--- src/design/ecs_pkg.sv ---
// Shared types and constants for the encoder clock setter.
package ecs_pkg;

   localparam int unsigned PHASE_W = 2;

   // Phase at which a step is counted, and the prior phase that means up.
   localparam logic [PHASE_W-1:0] PHASE_ARRIVE  = 2'b11;
   localparam logic [PHASE_W-1:0] PHASE_UP_FROM = 2'b01;

   // Largest hour and minute values before wrapping.
   localparam logic [4:0] HOURS_MAX   = 5'd23;
   localparam logic [5:0] MINUTES_MAX = 6'd59;

   typedef enum logic [1:0] {
      STEP_NONE = 2'd0,
      STEP_UP   = 2'd1,
      STEP_DOWN = 2'd2
   } step_type;

   typedef struct packed {
      logic [3:0] encoder_phases;
      logic       adjust_alarm;
   } req_type;

   typedef struct packed {
      logic [4:0] clock_hours;
      logic [5:0] clock_minutes;
      logic [4:0] alarm_hours;
      logic [5:0] alarm_minutes;
      step_type   hour_step;
      step_type   minute_step;
   } rsp_type;

endpackage

--- src/design/ecs_step_detect.sv ---
// Step detector for one quadrature encoder, with its last-phase register.
module ecs_step_detect (
   input  logic                         clock,
   input  logic                         reset,
   input  logic                         advance,
   input  logic [ecs_pkg::PHASE_W-1:0]  phase,
   output ecs_pkg::step_type            step
);
   import ecs_pkg::*;

   logic [PHASE_W-1:0] last_phase_ff;
   logic [PHASE_W-1:0] last_phase_in;

   always_comb begin
      step = STEP_NONE;
      if (phase == PHASE_ARRIVE && last_phase_ff != PHASE_ARRIVE) begin
         step = (last_phase_ff == PHASE_UP_FROM) ? STEP_UP : STEP_DOWN;
      end
      last_phase_in = advance ? phase : last_phase_ff;
   end

   always_ff @(posedge clock) begin
      if (reset) begin
         last_phase_ff <= PHASE_ARRIVE;
      end else begin
         last_phase_ff <= last_phase_in;
      end
   end

endmodule

--- src/design/ecs_time_set.sv ---
// Clock and alarm hour/minute counters with modular up/down stepping.
module ecs_time_set (
   input  logic              clock,
   input  logic              reset,
   input  logic              advance,
   input  logic              adjust_alarm,
   input  ecs_pkg::step_type hour_step,
   input  ecs_pkg::step_type minute_step,
   output logic [4:0]        clock_hours,
   output logic [5:0]        clock_minutes,
   output logic [4:0]        alarm_hours,
   output logic [5:0]        alarm_minutes
);
   import ecs_pkg::*;

   logic [4:0] clock_hour_ff,   clock_hour_in;
   logic [5:0] clock_minute_ff, clock_minute_in;
   logic [4:0] alarm_hour_ff,   alarm_hour_in;
   logic [5:0] alarm_minute_ff, alarm_minute_in;
   logic [4:0] hour_sel,   hour_next;
   logic [5:0] minute_sel, minute_next;

   function automatic logic [4:0] hour_step_fn(input logic [4:0] value, input step_type step);
      logic [4:0] result;
      result = value;
      unique case (step)
         STEP_UP:   result = (value >= HOURS_MAX) ? 5'd0 : value + 5'd1;
         STEP_DOWN: result = (value == 5'd0) ? HOURS_MAX : value - 5'd1;
         default:   result = value;
      endcase
      return result;
   endfunction

   function automatic logic [5:0] minute_step_fn(input logic [5:0] value,
                                                 input step_type step);
      logic [5:0] result;
      result = value;
      unique case (step)
         STEP_UP:   result = (value >= MINUTES_MAX) ? 6'd0 : value + 6'd1;
         STEP_DOWN: result = (value == 6'd0) ? MINUTES_MAX : value - 6'd1;
         default:   result = value;
      endcase
      return result;
   endfunction

   always_comb begin
      hour_sel    = adjust_alarm ? alarm_hour_ff : clock_hour_ff;
      minute_sel  = adjust_alarm ? alarm_minute_ff : clock_minute_ff;
      hour_next   = hour_step_fn(hour_sel, hour_step);
      minute_next = minute_step_fn(minute_sel, minute_step);

      // Only the selected set moves; the other holds.
      clock_hour_in   = clock_hour_ff;
      clock_minute_in = clock_minute_ff;
      alarm_hour_in   = alarm_hour_ff;
      alarm_minute_in = alarm_minute_ff;
      if (adjust_alarm) begin
         alarm_hour_in   = hour_next;
         alarm_minute_in = minute_next;
      end else begin
         clock_hour_in   = hour_next;
         clock_minute_in = minute_next;
      end

      clock_hours   = clock_hour_in;
      clock_minutes = clock_minute_in;
      alarm_hours   = alarm_hour_in;
      alarm_minutes = alarm_minute_in;
   end

   always_ff @(posedge clock) begin
      if (reset) begin
         clock_hour_ff   <= '0;
         clock_minute_ff <= '0;
         alarm_hour_ff   <= '0;
         alarm_minute_ff <= '0;
      end else if (advance) begin
         clock_hour_ff   <= clock_hour_in;
         clock_minute_ff <= clock_minute_in;
         alarm_hour_ff   <= alarm_hour_in;
         alarm_minute_ff <= alarm_minute_in;
      end
   end

endmodule

--- src/design/encoder_clock_setter_top.sv ---
// Encoder clock setter top level: input register, step and time logic, result register.
//
// Each request carries the phases of two quadrature encoders and a clock/alarm
// select; each yields exactly one response with the four time fields after the
// request and the step seen on each encoder. A step counts only on arrival at
// phase 11 (from 01 up, from 00 or 10 down); the hour encoder wraps mod 24 and
// the minute encoder mod 60 in the selected set. One request is taken per clock while
// the response is not stalled; each passes the input register, then the response
// register; the time counters and last phases are read and written between the two.
module encoder_clock_setter_top (
   input  logic             clock,
   input  logic             reset,
   input  logic             req_valid,
   output logic             req_stall,
   input  ecs_pkg::req_type req_payload,
   output logic             rsp_valid,
   input  logic             rsp_stall,
   output ecs_pkg::rsp_type rsp_payload
);
   import ecs_pkg::*;

   logic     req_valid_ff, req_valid_in;
   req_type  req_data_ff;
   logic     rsp_valid_ff, rsp_valid_in;
   rsp_type  rsp_data_ff,  rsp_data_in;
   logic     out_free;
   logic     advance;
   step_type hour_step;
   step_type minute_step;
   logic [4:0] clock_hours, alarm_hours;
   logic [5:0] clock_minutes, alarm_minutes;

   assign out_free  = !rsp_valid_ff || !rsp_stall;
   assign advance   = req_valid_ff && out_free;
   assign req_stall = req_valid_ff && !out_free;

   ecs_step_detect u_hour_detect (
      .clock   (clock),
      .reset   (reset),
      .advance (advance),
      .phase   (req_data_ff.encoder_phases[1:0]),
      .step    (hour_step)
   );

   ecs_step_detect u_minute_detect (
      .clock   (clock),
      .reset   (reset),
      .advance (advance),
      .phase   (req_data_ff.encoder_phases[3:2]),
      .step    (minute_step)
   );

   ecs_time_set u_time_set (
      .clock         (clock),
      .reset         (reset),
      .advance       (advance),
      .adjust_alarm  (req_data_ff.adjust_alarm),
      .hour_step     (hour_step),
      .minute_step   (minute_step),
      .clock_hours   (clock_hours),
      .clock_minutes (clock_minutes),
      .alarm_hours   (alarm_hours),
      .alarm_minutes (alarm_minutes)
   );

   always_comb begin
      req_valid_in = req_valid_ff;
      if (!req_stall) begin
         req_valid_in = req_valid;
      end
      rsp_valid_in = rsp_valid_ff;
      if (out_free) begin
         rsp_valid_in = req_valid_ff;
      end
      rsp_data_in.clock_hours   = clock_hours;
      rsp_data_in.clock_minutes = clock_minutes;
      rsp_data_in.alarm_hours   = alarm_hours;
      rsp_data_in.alarm_minutes = alarm_minutes;
      rsp_data_in.hour_step     = hour_step;
      rsp_data_in.minute_step   = minute_step;
   end

   always_ff @(posedge clock) begin
      if (reset) begin
         req_valid_ff <= 1'b0;
         rsp_valid_ff <= 1'b0;
      end else begin
         req_valid_ff <= req_valid_in;
         rsp_valid_ff <= rsp_valid_in;
      end
      // Hold the request while stalled, take a new one otherwise.
      if (!req_stall) begin
         req_data_ff <= req_payload;
      end
      if (advance) begin
         rsp_data_ff <= rsp_data_in;
      end
   end

   assign rsp_valid   = rsp_valid_ff;
   assign rsp_payload = rsp_data_ff;

   a_time_range: assert property (@(posedge clock) disable iff (reset)
      rsp_valid |-> (rsp_payload.clock_hours < 5'd24 && rsp_payload.alarm_hours < 5'd24 &&
                     rsp_payload.clock_minutes < 6'd60 && rsp_payload.alarm_minutes < 6'd60))
      else $error("response time field out of range");

   a_advance_delivers: assert property (@(posedge clock) disable iff (reset)
      advance |=> rsp_valid)
      else $error("advanced request not presented as response");

   a_no_loss: assert property (@(posedge clock) disable iff (reset)
      (req_valid_ff && rsp_valid && rsp_stall) |-> req_stall)
      else $error("request taken while both stages are full");

   a_step_arrive: assert property (@(posedge clock) disable iff (reset)
      (advance && hour_step != STEP_NONE) |-> req_data_ff.encoder_phases[1:0] == PHASE_ARRIVE)
      else $error("hour step without arrival at phase 11");

endmodule
--- config.mk ---
export PLATFORM = sky130hd
export DESIGN_NAME = encoder_clock_setter_top
export DESIGN_NICKNAME = d
export VERILOG_FILES = /design/src/design/ecs_pkg.sv /design/src/design/ecs_step_detect.sv /design/src/design/ecs_time_set.sv /design/src/design/encoder_clock_setter_top.sv
export SDC_FILE = /design/constraint.sdc
export NUM_CORES = 1
export LEC_CHECK = 0
export BUFFER_PORTS_ARGS = -buffer_cell sky130_fd_sc_hd__buf_2
export CAP_MARGIN = 20
export CORE_ASPECT_RATIO = 0.8
export CORE_MARGIN = 5
export CORE_UTILIZATION = 25
export CTS_BUF_LIST = sky130_fd_sc_hd__clkbuf_4
export DETAILED_ROUTE_END_ITERATION = 6
export HOLD_SLACK_MARGIN = 0.12
export PLACE_DENSITY = 0.53
export REMOVE_ABC_BUFFERS = 1
export SLEW_MARGIN = 15
export SYNTH_ARGS = -nofsm -noshare
export SYNTH_HDL_FRONTEND = slang
export SYNTH_SLANG_ARGS = --single-unit
export TNS_END_PERCENT = 50
--- constraint.sdc ---
create_clock -name clock -period 4.8 [get_ports clock]
set_clock_uncertainty 0.05 [all_clocks]
set_input_delay 1.2 -clock clock [delete_from_list [all_inputs] [get_ports clock]]
set_output_delay 1.2 -clock clock [all_outputs]
set_load 0.005 [all_outputs]
* After elaboration in Yosys (flattened, before gate mapping)
Index checks and enable logic that the tools add are counted.
** Cells by class
- Eq/ne operators :: 10
- Mux-type cells :: 16
- Magnitude comparators :: 2
- $add $sub $neg :: 4
- Reduce and logical (&&, ||, !) cells :: 10
** Operators by type and width (count)
- 6-bit 2-to-1 mux :: 5
- 5-bit 2-to-1 mux :: 5
- 6-bit one-hot mux with 2 select lines :: 1
- 5-bit one-hot mux with 2 select lines :: 1
- 2-bit by 1-bit == test with 1-bit output (second input constant) :: 4
- 2-bit == test (second input constant) :: 4
- 2-bit 2-to-1 mux :: 4
- 6-bit by 1-bit adder with 6-bit output (second input constant) :: 1
- 6-bit greater-or-equal comparator (second input constant) :: 1
- 6-bit zero test :: 1
- 6-bit by 1-bit subtractor with 6-bit output (second input constant) :: 1
- 5-bit by 1-bit adder with 5-bit output (second input constant) :: 1
- 5-bit greater-or-equal comparator (second input constant) :: 1
- 5-bit zero test :: 1
- 5-bit by 1-bit subtractor with 5-bit output (second input constant) :: 1
- 1-bit logical AND :: 4
- 2-bit != test (second input constant) :: 2
- 1-bit zero test :: 3
- 1-bit logical OR :: 1
** Storage, ports and cells
- Bits of input ports :: 9
- Flip-flop bits (word level) :: 59
- Output and inout bits :: 28
- Logic and storage cells :: 58

* Logic depth before layout (Yosys ltp)
- Word-level depth :: 6
- Mapped depth :: 11
- Depth with buffers taken out :: 8

* Modules after synthesis
Synthesis repeated with hierarchy kept, for this count alone.
** Unflattened totals
- Cell total of the unflattened synthesis :: 347
- Area, all modules :: 3422.0 sq um
** Modules (own cells, without submodules)
- ecs_time_set :: area an instance 2238.4 sq um, cells each 289, sequential area each 440.4 sq um, instances 1
- encoder_clock_setter_top :: area an instance 1013.5 sq um, cells each 40, sequential area each 970.9 sq um, instances 1
- ecs_step_detect :: area an instance 85.1 sq um, cells each 9, sequential area each 40.0 sq um, instances 2

* Least setup slack after synthesis
Ideal clock, no wire load.
- Kind :: input-to-reg
- Start :: input rsp_stall
- End :: register u_time_set.alarm_hour_ff[2]
- Path slack :: 1.669 ns
- Buffers on the path :: 1
- Setup time :: 0.129 ns
- Data required time :: 4.621 ns
- Stages on the path :: 5
- Arrival :: 2.952 ns
- Path through :: a21boi_0 clkbuf_1 nand2_1 a21oi_1 o32ai_1
** On the way
- Cells in the longest elaborated chain, start to end :: 3
** Ends and longest elaborated chain
- from (decl) :: line encoder_clock_setter_top.sv:17 : input logic rsp_stall,
- 1-bit zero test :: line encoder_clock_setter_top.sv:33 : assign out_free = !rsp_valid_ff || !rsp_stall;
- 1-bit logical OR :: line encoder_clock_setter_top.sv:33
- 1-bit logical AND :: line encoder_clock_setter_top.sv:34 : assign advance = req_valid_ff && out_free;
- net advance :: line encoder_clock_setter_top.sv:27 : logic advance;
- to (signal assigned) :: line ecs_time_set.sv:80 : alarm_hour_ff <= alarm_hour_in;
- to (decl) :: line ecs_time_set.sv:18 : logic [4:0] alarm_hour_ff, alarm_hour_in;
The timed path passes the listed nets, and every way through them passes these cells.
A chain may end at the register's enable or synchronous reset.

* Worst setup path in the final report
- Start :: register req_data_ff[0] (netlist name)
- End :: register rsp_data_ff (netlist bit rsp_payload[24]) (data pin)
** On the way
- Cells in the longest elaborated chain, start to end :: 5
- Elaborated cells between the ends (all ways) :: 9
- Those cells by class :: 2 x add/sub; 1 x order compare; 5 x mux; 1 x reduce/logical
** Ends and longest elaborated chain
- from (decl) :: line encoder_clock_setter_top.sv:23 : req_type req_data_ff;
- from (signal assigned) :: line encoder_clock_setter_top.sv:93 : req_data_ff <= req_payload;
- 5-bit 2-to-1 mux :: line ecs_time_set.sv:47 : hour_sel = adjust_alarm ? alarm_hour_ff : clock_hour_ff;
- 5-bit by 1-bit subtractor with 5-bit output, or another cell as far along :: line ecs_time_set.sv:28 : STEP_DOWN: result = (value == 5'd0) ? HOURS_MAX : value - 5'd1;
- 5-bit 2-to-1 mux, on equally long branches :: line ecs_time_set.sv:28, ecs_time_set.sv:27
- 5-bit one-hot mux with 2 select lines :: line ecs_time_set.sv:26 : unique case (step)
- 5-bit 2-to-1 mux (*) :: line ecs_time_set.sv:57 : if (adjust_alarm) begin
- net clock_hours[3] :: line encoder_clock_setter_top.sv:30 : logic [4:0] clock_hours, alarm_hours;
- to (signal assigned) :: line encoder_clock_setter_top.sv:96 : rsp_data_ff <= rsp_data_in;
- to (decl) :: line encoder_clock_setter_top.sv:25 : rsp_type rsp_data_ff, rsp_data_in;
Mark *: on every way through the listed nets, which the timed path passes. The rest lies on a longest branch.

==> key figures <==
Place
  • Dpl cells: 537
  • Placed wire-length estimate after detailed placement: 6150 µm
  • Final weighted congestion in routability-driven placement: 0.844
  • PortBufs: 36

Worst setup path
  • Category of the most critical setup path: flop to flop
  • Startpoint class of the critical path: flop
  • Arrival time at the worst endpoint: 3.23 ns
  • Type of element capturing the critical path: flop
  • Required time at the endpoint of the critical path: 4.90 ns
  • Maximum fanout encountered on the critical timing path: 23

Floorplanning
  • Horiz. Die Dim: 138 µm
  • Initial core utilization: 0.254
  • Standard-cell rows: 37
  • Number of top-level pins: 37
  • Area enclosed by the die boundary: 15400 µm²
  • Core ar.: 12800 µm²
  • Height of the chip: 112 µm

Routing
  • DRC violations left: 0
  • Routed wire per std cell: 15.9 µm
  • Routed via count: 2718
  • Via-per-instance ratio: 4.91
  • Violation count after the first detailed-route iteration: 192
  • First-pass iteration count of the detailed router: 5
  • Routed Antenna Nets: 0
  • Routed wire length: 8810 µm

Timing
  • Transition time at the pin with the least slew margin: 0.805 ns
  • Normalized max-slew margin: 0.464
  • Fin crit share: 0.653
  • Worst-case hold slack: 0.470 ns
  • Number of max-slew violations in the final report: 0
  • Final count of hold timing violations: 0
  • Minimum period implied by the final worst setup slack: 3.14 ns
  • Final Setup Violations: 0
  • Highest attainable clock frequency: 0.319 GHz
  • Setup repair after global routing missed its margin: no

Status
  • Run status: completed

Synthesis
  • Warning count from the yosys run: 0
  • Top-area cell type share of the netlist area: 0.285
  • Portion of the post-synthesis area used by sequential elements: 0.457
  • Ranking of synthesized cells by area: edfxtp_1 (29%), dfxtp_1 (17%), nor2_1 (4.8%)
  • EDFF count, synth: 31
  • Synthesized area divided by synthesized cell count: 9.40 µm²
  • Most common flop cell mapped by yosys: edfxtp_1
  • Summed instance area of the synthesized netlist: 3260 µm²
  • Cell type with the largest total area after synthesis: edfxtp_1
  • Leading cell type by number of instances after synthesis: nor2_1
  • Most common library cells after synthesis: nor2_1 (42), edfxtp_1 (31), a21oi_1 (28), dfxtp_1 (28), nand2_1 (24)
  • Count of cell types in the netlist: 64
  • Post-synth ARST share: 0
  • Synthesized flop and latch total: 59
  • Number of cells produced by synthesis: 347

Cells and area
  • Register cell area after layout: 1490 µm²
  • Count of nets after finishing: 387
  • Final core utilization: 0.289
  • Fin cells: 554
  • Layout cell share with drive strength beyond 1: 0.180
  • Area added between synthesis and finish: 13.7%
  • Area of the multi-input gates: 1610 µm²
  • Fill cells: 1391

Worst hold path
  • HP Class: flop to flop

Pwr
  • Worst ir drop on vdd: 118 µV
  • Power Total: 1.08 mW
  • Power density over the cells: 293 nW/µm²
  • Leakage component of the power: 1.36 nW

GRT
  • Via count of the first global-routing pass: 2636
  • Pin count of the biggest net entering global routing: 33
  • Initial antenna violation count: 1
  • Residual overflow from global routing: 0
  • Global-route wire length before repair: 14100 µm
  • Total routing resource utilization after global routing: 0.117

Clock network
  • Num CTS Buffers: 9
  • Root buffer cell: clkbuf_4
  • Worst-skew pair later-pin latency: 0.42 ns
  • Number of clock sinks seen by CTS: 59
  • TritonCTS clock tree: built
  • Hold buffer count at CTS: 0
  • Clock slew seen by the registers of the worst setup and hold paths: 0.11 ns
  • Post-CTS Setup Repair Bufs: 0
  • Total of cells resized after clock tree synthesis: 0
  • Clock buffer depth: 2
  • CTS H-tree depth: 3

Run
  • Number of maximum-capacitance constraint violations: 0
[final cells by class]
class	count	area share
multi-input combinational	250	0.434
sequential	59	0.402
tap	175	0.0591
timing repair buffer	39	0.0547
clock buffer	10	0.0202
clock inverter	6	0.0152
inverter	14	0.0142
antenna	1	0.000675
[power by group]
group | switching [mW] | internal, mW
registers | 0.0259 | 0.558
clock network | 0.188 | 0.160
logic | 0.0923 | 0.0598
total | 0.306 | 0.778
[final timing paths]
check	startpoint	to	slack (ns)	cells past startpoint
max	req_data_ff[0]$_DFFE_PN_	rsp_payload[24]$_DFFE_PP_	1.66	8
min	req_data_ff[4]$_DFFE_PN_	u_minute_detect.last_phase_ff[1]$_SDFFE_PP1P_	0.47	1
max reg2reg	req_data_ff[0]$_DFFE_PN_	rsp_payload[24]$_DFFE_PP_	1.66	8
min reg2reg	req_data_ff[4]$_DFFE_PN_	u_minute_detect.last_phase_ff[1]$_SDFFE_PP1P_	0.47	1
[kinds of logic (layout without fill, tap and decap cells)]
logic type	count (synthesis)	count (layout)	synth area share
AND/OR/NAND/NOR	121	121	0.193
AO/OA/AOI/OAI	107	107	0.224
flip-flops	59	59	0.457
buffers and inverters	38	69	0.0533
multiplexers	13	13	0.0433
adder cells (fa/ha/maj)	5	5	0.0192
XOR/XNOR	4	4	0.0107
other	0	1	0
[worst max-delay path, cell delays in order (launching register included)]
cell and delay, ns:
edfxtp_1 0.88, mux2_2 0.44, inv_1 0.06, ha_1 0.18, or4b_1 0.48, a21oi_1 0.26
a211oi_2 0.08, a221oi_2 0.30, a21oi_1 0.13
[routing by layer]
metal  up-vias  GRT usage  wire [µm]
met5         -          0          0
met4         0     0.0481        163
met3        13     0.0309        576
met2        76      0.161       3600
met1      1259      0.172       4470
li1       1370          -          -
[cells in the final DEF, fill, tap and decap left out, drive strengths merged, types with 4 or more instances in the layout]
cell and n:
a311oi 5, buf 39, nor2 42, clkinv 4
a21oi 28, o32ai 5, dfxtp 28, o21ai 19
edfxtp 31, inv 14, nand4b 4, a211o 4
mux2 6, o22ai 6, clkbuf 10, nand2b 4
a31oi 5, nand4 6, nand3 7, a211oi 12
mux2i 7, and2 4, ha 5, nand2 24
nand3b 4, nor2b 5
[state kept, by name, summed over array words and instances, names as in the netlist]
signal                         cells
rsp_payload                       26
u_time_set.clock_hour_ff           5
u_time_set.alarm_hour_ff           5
rsp_valid                          1
req_valid_ff                       1
u_minute_detect.last_phase_ff      2
u_time_set.clock_minute_ff         6
u_hour_detect.last_phase_ff        2
u_time_set.alarm_minute_ff         6
req_data_ff                        5
[per-stage QoR]
step           cell area (µm²)  worst slack, ns  setup TNS, ns
6_report                  3710             1.66              0
5_1_grt                   3710             1.38              0
4_1_cts                   3700             1.65              0
3_5_place_dp              3570             1.67              0
3_3_place_gp              3570             1.74              0
2_1_floorplan             3140         -0.00714        -0.0143
Note: power is estimated with default switching activity, not from simulation.
